<file path="src/hw/rtl/lbqs_pkg.sv">
// ----------------------------------------------------------------------------
// lbqs_pkg: shared types and constants of the log-bucket quantile sketch
// Command and status codes, field widths and the item and result records.
// ----------------------------------------------------------------------------
`default_nettype none

package lbqs_pkg;

  localparam int SAMPLE_W  = 32;
  localparam int QFRAC_W   = 16;
  localparam int SCALE_W   = 18;
  localparam int LOG_W     = 13;
  localparam int PROD_W    = LOG_W + SCALE_W;
  localparam int IDX_SHIFT = 16;
  localparam int BKT_OUT_W = 7;
  localparam int OUT_CNT_W = 32;

  localparam logic [SCALE_W-1:0] SCALE_RESET = 18'd17833;

  typedef logic [1:0] cmd_t;
  localparam cmd_t CMD_ADD   = 2'd0;
  localparam cmd_t CMD_QUERY = 2'd1;
  localparam cmd_t CMD_CLEAR = 2'd2;

  typedef logic [1:0] status_t;
  localparam status_t STAT_NONE  = 2'd0;
  localparam status_t STAT_FOUND = 2'd1;
  localparam status_t STAT_EMPTY = 2'd2;
  localparam status_t STAT_MAX   = 2'd3;

  typedef struct packed {
    cmd_t                 cmd;
    logic [SAMPLE_W-1:0]  sample;
    logic [QFRAC_W-1:0]   qfrac;
    logic                 qone;
  } op_t;

  typedef struct packed {
    status_t               status;
    logic [BKT_OUT_W-1:0]  qbucket;
    logic [BKT_OUT_W-1:0]  sbucket;
    logic [OUT_CNT_W-1:0]  total;
    logic [SAMPLE_W-1:0]   min_val;
    logic [SAMPLE_W-1:0]   max_val;
  } res_t;

endpackage

`default_nettype wire

</file>
<file path="src/hw/rtl/lbqs_front.sv">
// ----------------------------------------------------------------------------
// lbqs_front: command intake and bucket classification
// Takes commands, forms log2 in Q.8 and the scaled bucket index over two
// stages, and holds classified commands in a short queue for the back end.
// ----------------------------------------------------------------------------
`default_nettype none

module lbqs_front #(
  parameter int NUM_BUCKETS = 128
) (
  input  wire logic                                clk,
  input  wire logic                                rst_n,
  input  wire logic                                accept,
  input  wire lbqs_pkg::op_t                       in_op,
  input  wire logic [lbqs_pkg::SCALE_W-1:0]        scale,
  output logic                                     fe_busy,
  output logic                                     q_valid,
  output lbqs_pkg::op_t                            q_op,
  output logic [$clog2(NUM_BUCKETS)-1:0]           q_bucket,
  input  wire logic                                q_pop
);

  localparam int BW     = $clog2(NUM_BUCKETS);
  localparam int IDX_W  = lbqs_pkg::PROD_W - lbqs_pkg::IDX_SHIFT;
  localparam int QDEPTH = 2;
  localparam int PTR_W  = $clog2(QDEPTH);
  localparam int QCNT_W = $clog2(QDEPTH + 1);
  localparam logic [IDX_W-1:0] TOP_IDX = IDX_W'(NUM_BUCKETS - 1);

  // Integer part is the leading-one position; the fraction is the next
  // eight bits below it, zero-filled for small values.
  function automatic logic [lbqs_pkg::LOG_W-1:0] log2_q8(
    input logic [lbqs_pkg::SAMPLE_W-1:0] v
  );
    logic [4:0]                       pos;
    logic [lbqs_pkg::SAMPLE_W+7:0]    sh;
    pos = '0;
    for (int i = 1; i < lbqs_pkg::SAMPLE_W; i++) begin
      if (v[i]) begin
        pos = 5'(i);
      end
    end
    sh = {v, 8'h00} >> pos;
    return {pos, sh[7:0]};
  endfunction

  logic                               s1_v_r;
  lbqs_pkg::op_t                      s1_op_r;
  logic [lbqs_pkg::LOG_W-1:0]         s1_log_r;
  logic                               s2_v_r;
  lbqs_pkg::op_t                      s2_op_r;
  logic [lbqs_pkg::PROD_W-1:0]        s2_prod_r;

  lbqs_pkg::op_t                      qop_mem_r [QDEPTH];
  logic [BW-1:0]                      qbkt_mem_r [QDEPTH];
  logic [PTR_W-1:0]                   wr_ptr_r;
  logic [PTR_W-1:0]                   rd_ptr_r;
  logic [QCNT_W-1:0]                  qcnt_r;

  logic                               q_full;
  logic                               push;
  logic                               s2_free;
  logic                               s1_move;
  logic [IDX_W-1:0]                   idx_raw;
  logic [BW-1:0]                      bkt;

  assign q_full  = (qcnt_r == QCNT_W'(QDEPTH));
  assign push    = s2_v_r & ~q_full;
  assign s2_free = ~s2_v_r | push;
  assign s1_move = s1_v_r & s2_free;
  assign fe_busy = s1_v_r & ~s2_free;

  assign idx_raw = s2_prod_r[lbqs_pkg::PROD_W-1:lbqs_pkg::IDX_SHIFT];
  assign bkt     = (idx_raw > TOP_IDX) ? BW'(NUM_BUCKETS - 1) : idx_raw[BW-1:0];

  assign q_valid  = (qcnt_r != '0);
  assign q_op     = qop_mem_r[rd_ptr_r];
  assign q_bucket = qbkt_mem_r[rd_ptr_r];

  always_ff @(posedge clk) begin
    if (!rst_n) begin
      s1_v_r   <= 1'b0;
      s2_v_r   <= 1'b0;
      wr_ptr_r <= '0;
      rd_ptr_r <= '0;
      qcnt_r   <= '0;
    end else begin
      if (accept) begin
        s1_v_r <= 1'b1;
      end else if (s1_move) begin
        s1_v_r <= 1'b0;
      end
      if (s1_move) begin
        s2_v_r <= 1'b1;
      end else if (push) begin
        s2_v_r <= 1'b0;
      end
      if (push) begin
        wr_ptr_r <= wr_ptr_r + 1'b1;
      end
      if (q_pop) begin
        rd_ptr_r <= rd_ptr_r + 1'b1;
      end
      if (push && !q_pop) begin
        qcnt_r <= qcnt_r + 1'b1;
      end else if (!push && q_pop) begin
        qcnt_r <= qcnt_r - 1'b1;
      end
    end
  end

  always_ff @(posedge clk) begin
    if (accept) begin
      s1_op_r  <= in_op;
      s1_log_r <= log2_q8(in_op.sample);
    end
    if (s1_move) begin
      s2_op_r   <= s1_op_r;
      s2_prod_r <= lbqs_pkg::PROD_W'(s1_log_r) * lbqs_pkg::PROD_W'(scale);
    end
    if (push) begin
      qop_mem_r[wr_ptr_r]  <= s2_op_r;
      qbkt_mem_r[wr_ptr_r] <= bkt;
    end
  end

endmodule

`default_nettype wire

</file>
<file path="config.mk">
export PLATFORM = sky130hd
export DESIGN_NAME = lbqs_front
export DESIGN_NICKNAME = d
export VERILOG_FILES = /design/src/hw/rtl/lbqs_pkg.sv /design/src/hw/rtl/lbqs_front.sv
export SDC_FILE = /design/constraint.sdc
export NUM_CORES = 1
export LEC_CHECK = 0
export BUFFER_PORTS_ARGS = -buffer_cell sky130_fd_sc_hd__buf_2
export CORE_ASPECT_RATIO = 0.5
export CORE_MARGIN = 4
export CORE_UTILIZATION = 45
export DETAILED_ROUTE_END_ITERATION = 12
export HOLD_SLACK_MARGIN = 0.15
export PLACE_DENSITY_LB_ADDON = 0.15
export SYNTH_ARGS = -nofsm -noshare
export SYNTH_HDL_FRONTEND = slang
export SYNTH_SLANG_ARGS = --single-unit
</file>
<file path="constraint.sdc">
create_clock -name clk -period 9.1 [get_ports clk]
set_clock_uncertainty 0.15 [all_clocks]
set_input_delay 2.275 -clock clk [delete_from_list [all_inputs] [get_ports clk]]
set_output_delay 2.275 -clock clk [all_outputs]
set_load 0.01 [all_outputs]
</file>
==> results_dict.tcl, run 1 <==
set metrics [dict create \
    status "complete, no violations" \
    period_needed_ns 7.50 \
    p_per_area_mw_per_mm2 286 \
    setup_viol 0 \
    area_delta_synth_final_pct 11.0 \
    rsz0062_at_grt "false" \
    slowest_stage "fa_1" \
    crit_start "scale[11]" \
    hold_end "s2_op_r[25]" \
    ys_warn_count 0 \
    grt_max_degree 66 \
    synth_fp_nets 1720 \
    drv_cap 0 \
    clockBufferDepth 3 \
    via_per_inst 5.32 \
    crit_path_end_kind "flip-flop" \
    routed-via-count 10700 \
    reg2reg_slack_ns 2.60 \
    portBuffers 132 \
    antenna_left 0 \
    critPathRequiredTime_ns 9.23 \
    synth_edf_count 246 \
    cts-root-buf "clkbuf_16" \
    rr_endpoint "s2_prod_r[30]" \
    fp.dieW_um 283 \
    crit_arrival_ns 7.62 \
    crit_fanout 13 \
    ir_drop_uv 234 \
    min_path_cells 0 \
    h-tree-depth 1 \
    synth-seq-area-share 0.443 \
    drt_iter0_markers 706 \
    hold_viol 0 \
    post_dp_cell_area_mm2 0.0181 \
    ios 133 \
    drt_pass1_iterations 5 \
    die_area_mm2 0.0411 \
    antenna_found_initial 2 \
    grt_first_pass_wirelength_mm 63.9 \
    yosys_register_bits 253 \
    clk_latency_ns 0.52 \
    synth.distinct_cells 70 \
    crit_chain "buf_2, nand2_1, fa_1, inv_1, fa_1, fa_1, inv_1, fa_1, inv_1, fa_1, ha_1, a211o_1, a221oi_1, o22ai_1, o211a_1, o21a_1, o21ai_0, a21oi_1, xnor2_1" \
    holdWs_ns 0.266 \
    gp_congestion 0.857 \
    r2r_cells 19 \
    cts_made_buffers 26 \
    timing.rr.start "s1_log_r[1]" \
    relSlewSlack 0.380 \
    start_util 0.455 \
    hold_buffers 0 \
    critPathLaunchType "primary input" \
    cts.repair.resized 0 \
    drive_gt1_frac 0.173 \
    cp_slowest_stage_delay_ns 0.56 \
    final_nets 1817 \
    cellLeakagePower_uw 0.00782 \
    post_synth_inst_count 1399 \
    fin_crit_sh 0.824 \
    avgRoutedWirePerCell_um 19.6 \
    cts.sinks 253 \
    drc 0 \
    first_global_vias 11500 \
    dpl_worst_slack_ns 1.06 \
    crit_top_cell "fa_1" \
    worstSetupPathType "in -> reg" \
    synth_flop_cell "edfxtp_1" \
    overflow 0 \
    syn_area_mm2 0.0170 \
    drt-total-wl_mm 39.4 \
    ys_async_sr_fraction 0 \
    fin_area_mm2 0.0189 \
    nFillCells 3309 \
    rows 50 \
    fin_util 0.506 \
    track_usage 0.194 \
    coreArea_mm2 0.0373 \
    path_clk_slew_ns 0.06 \
    cts_setup_buffers 0 \
    cts_tree "built" \
    holdCritStartpoint "s1_op_r[25]" \
    worst_pin_slew_ns 0.931 \
    slew_viol_final 0 \
    finalSetupTns_ns 0 \
    critical_path.top_delay_family "adder cells" \
    place_hpwl_mm 28.1 \
    postLayoutSetupSlackWorst_ns 1.60 \
    hold_path.class "reg -> reg" \
    cp_num_buf_inv 4 \
    avgSynthCellArea_um2 12.2 \
    chipHeight_um 145 \
    fmax_mhz 133 \
]
==> worst max path at each step <==
stage / slack [ns] / cells past startpoint / to
after floorplan: 1.52 / 20 / s2_prod_r[30]
after global placement: 1.13 / 19 / s2_prod_r[30]
after detailed placement: 1.06 / 20 / s2_prod_r[30]
after CTS: 1.62 / 20 / s2_prod_r[30]
after global routing: 1.28 / 19 / s2_prod_r[26]
final: 1.60 / 19 / s2_prod_r[26]
==> synth_stat cells, drive strengths merged, types with 5 or more instances <==
cell | instances | share of area
nand2 | 161 | 0.036
o31ai | 10 | 0.0044
nand3 | 30 | 0.0091
a211oi | 17 | 0.0081
ha | 73 | 0.054
dfxtp | 7 | 0.0082
and2 | 101 | 0.037
nor2 | 31 | 0.0073
or3 | 6 | 0.0025
fa | 175 | 0.21
xor2 | 7 | 0.0036
mux2i | 18 | 0.011
and4 | 6 | 0.0031
nor4 | 12 | 0.0044
a21o | 6 | 0.0026
nor2b | 5 | 0.0018
or2 | 9 | 0.0033
buf | 14 | 0.0049
a22oi | 6 | 0.0029
nor3 | 13 | 0.0045
nand4 | 11 | 0.0040
inv | 197 | 0.043
clkbuf | 55 | 0.012
o21ai | 20 | 0.0059
edfxtp | 246 | 0.43
xnor2 | 8 | 0.0041
o21a | 10 | 0.0044
a31oi | 8 | 0.0029
and3 | 7 | 0.0026
mux2 | 63 | 0.042
a21oi | 23 | 0.0070
==> layer usage <==
metal | vias up | track usage | share of wire
met4 | 0 | 0.0418 | 0.019
met2 | 334 | 0.313 | 0.47
met1 | 5363 | 0.280 | 0.45
met5 | - | 0 | 0
met3 | 57 | 0.0321 | 0.059
li1 | 4922 | - | -
==> stage by stage <==
step                instances  power, uW
floorplan                1399       3650
global placement         1962       4320
detailed placement       1962       4390
CTS                      2006       5440
global route             2008       5930
finish                   2008       5390
==> layout by cell type (no fill, tap or decap), drive strengths merged, types with 3 or more instances in the layout <==
cell     instances
mux2i           18
ha              73
a31oi            8
o211a            3
a21oi           23
clkbuf          29
nor2            31
bufinv           3
a21boi           4
o211ai           4
and2           101
o31ai           10
inv            197
edfxtp         246
o2111ai          4
fa             175
or2              9
xnor2            8
a22oi            6
xor2             7
a211oi          17
nor3            13
mux2            63
buf            138
a21o             6
nor4            12
clkinv          11
dfxtp            7
nand3           30
and3             7
and4             6
nor2b            5
o21ai           20
o21a            10
nand2b           3
or3              6
nand4           11
o21bai           4
nand2          161
o22ai            3
==> cells by family (layout without fill, tap and decap cells) <==
logic type | after synthesis | after routing | share of synthesized area
buffers and inverters | 266 | 379 | 0.0605
flip-flops | 253 | 253 | 0.443
XOR/XNOR | 15 | 15 | 0.00773
other | 0 | 2 | 0
adder cells (fa/ha/maj) | 248 | 248 | 0.260
AND/OR/NAND/NOR | 396 | 396 | 0.117
multiplexers | 81 | 81 | 0.0525
AO/OA/AOI/OAI | 140 | 140 | 0.0598
==> final cells by class <==
cell class	instances	area [um^2]	area share
inverter	197	739	0.0392
antenna	2	5.00	0.000265
sequential	253	7530	0.399
tap	494	618	0.0327
clock buffer	29	662	0.0351
timing repair buffer	138	706	0.0374
clock inverter	15	159	0.00842
multi-input combinational	880	8460	0.448
==> state kept, by name (all words and copies together) (netlist names), named ones only <==
| register | cells |
|---|---|
| s2_v_r | 1 |
| s1_op_r | 51 |
| qcnt_r | 2 |
| s1_log_r | 13 |
| qop_mem_r | 102 |
| qbkt_mem_r | 14 |
| s1_v_r | 1 |
| s2_op_r | 51 |
| wr_ptr_r | 1 |
| s2_prod_r | 15 |
| rd_ptr_r | 1 |
==> report_power, final <==
group          switching, uW  internal [uW]
Combinational           1570           1250
Sequential              64.6           1490
Clock                    413            604
Total                   2050           3340
(Power assumes the default switching activity.)
==> run 2: changes to the inputs <==
==> constraint.sdc (replaced) <==
create_clock -name clk -period 7.7 [get_ports clk]
set_clock_uncertainty 0.15 [all_clocks]
set_input_delay 1.925 -clock clk [delete_from_list [all_inputs] [get_ports clk]]
set_output_delay 1.925 -clock clk [all_outputs]
set_load 0.01 [all_outputs]
==> run 2 against run 1 <==
Flip-flop and latch count unchanged; non-clock buffer count increased by 5; count of clock-buffer cells in the layout decreased by 2.
==> results_dict.tcl, run 2 (synthesis gave the netlist of run 1 again) <==
set metrics [dict create \
    status "complete, no violations" \
    crit_path_end_kind "flip-flop" \
    grt_max_degree 66 \
    clockBufferDepth 3 \
    slowest_stage "fa_1" \
    antenna_left 0 \
    critical_path.top_delay_family "adder cells" \
    area_delta_synth_final_pct 11.1 \
    cts_made_buffers 25 \
    fp.dieW_um 283 \
    path_clk_slew_ns 0.06 \
    largest_reg_flops 102 \
    hold_path.class "reg -> reg" \
    drt_pass1_iterations 5 \
    first_global_vias 11500 \
    overflow 0 \
    final_nets 1821 \
    fin_crit_sh 0.920 \
    cts-root-buf "clkbuf_16" \
    crit_arrival_ns 7.21 \
    fmax_mhz 141 \
    finalSetupTns_ns 0 \
    cts.sinks 253 \
    final_cell_mix "edfxtp_1, inv_1, fa_1" \
    chipHeight_um 145 \
    cts.repair.resized 0 \
    antenna_found_initial 2 \
    worstSetupPathType "in -> reg" \
    cp_num_buf_inv 5 \
    start_util 0.455 \
    gp_congestion 0.876 \
    via_per_inst 5.37 \
    setup_viol 0 \
    coreArea_mm2 0.0373 \
    cellLeakagePower_uw 0.00782 \
    ios 133 \
    drv_cap 0 \
    h-tree-depth 1 \
    drt_iter0_markers 831 \
    routed-via-count 10800 \
    slew_viol_final 0 \
    clk_latency_ns 0.52 \
    drive_gt1_frac 0.176 \
    grt_first_pass_wirelength_mm 63.3 \
    critPathLaunchType "primary input" \
    place_hpwl_mm 28.3 \
    relSlewSlack 0.373 \
    crit_top_cell "fa_1" \
    final_common_cell "edfxtp_1" \
    avgRoutedWirePerCell_um 19.4 \
    hold_buffers 0 \
    drt-total-wl_mm 39.1 \
    top_register "qop_mem_r" \
    p_per_area_mw_per_mm2 338 \
    critPathRequiredTime_ns 7.83 \
    hold_viol 0 \
    crit_fanout 13 \
    cp_slowest_stage_delay_ns 0.60 \
    rows 50 \
    track_usage 0.192 \
    portBuffers 132 \
    ir_drop_uv 377 \
    drc 0 \
    total_power_uw 6380 \
    worst_pin_slew_ns 0.940 \
    rsz0062_at_grt "false" \
    crit_chain "buf_2, nand2_1, fa_1, inv_1, fa_1, inv_1, fa_1, inv_1, fa_1, fa_1, ha_1, a21o_1, a221oi_1, buf_4, o22ai_1, o211a_1, o21a_1, o21ai_0, a21oi_1, xnor2_1" \
    top_regs "qop_mem_r x102, s1_op_r x51, s2_op_r x51" \
    cts_setup_buffers 0 \
    cts_tree "built" \
    die_area_mm2 0.0411 \
    period_needed_ns 7.08 \
]
## run 2: cell types whose count changed in the layout (fill, tap and decap cells not counted), moves of 2 or more
cell	delta
clkinvlp_4	+2
buf_4	+5
clkinv_2	+2
clkinv_1	+2
## run 2: layer usage
metal | part of all wire | track usage | vias to the layer above
met5 | 0 | 0 | -
met4 | 0.022 | 0.0441 | 0
met3 | 0.047 | 0.0224 | 64
met2 | 0.48 | 0.321 | 326
met1 | 0.45 | 0.273 | 5498
li1 | - | - | 4933
## run 2: through the flow
stage | instance area, um^2 | utilization | cells | setup WS, ns | hold slack, ns
5_1_grt | 18900 | 0.506 | 2015 | 0.348 | 0.273
4_1_cts | 18900 | 0.506 | 2013 | 0.622 | 0.266
2_1_floorplan | 17000 | - | 1399 | 0.474 | 0.250
3_3_place_gp | 18100 | 0.484 | 1967 | 0.179 | 0.251
6_report | 18900 | 0.506 | 2015 | 0.618 | 0.264
3_5_place_dp | 18100 | 0.484 | 1967 | 0.0589 | 0.255
## run 2: area by class of cell
cell class,instances,area [um^2]
Clock inverter,19,156
Timing Repair Buffer,143,743
Inverter,197,739
Fill cell,3272,18500
Sequential cell,253,7530
Antenna cell,2,5.00
Tap cell,494,618
Multi-Input combinational cell,880,8460
Clock buffer,27,633
## run 2: final timing paths
| kind | from | to | slack (ns) | cells after the start |
|---|---|---|---|---|
| hold reg to reg | s1_op_r[13] | s2_op_r[13] | 0.26 | 0 |
| setup / recovery | scale[8] | s2_prod_r[26] | 0.62 | 20 |
| hold / removal | s1_op_r[13] | s2_op_r[13] | 0.26 | 0 |
| setup reg to reg | s1_log_r[1] | s2_prod_r[26] | 1.26 | 19 |
## run 2: power breakdown
part,leakage (uW),internal (uW),switching (uW)
clock,0.000379,664,486
sequential,0.00237,1760,74.4
combinational,0.00507,1490,1900
## run 2: worst reg2reg max path, delay by kind of cell (launching register included)
kind / cells / cell delay (ns)
compound gates: 7 / 1.54
flops: 1 / 0.90
simple gates: 1 / 0.21
fa+ha+maj: 6 / 2.90
xor+xnor: 1 / 0.13
buf+inv: 4 / 0.36
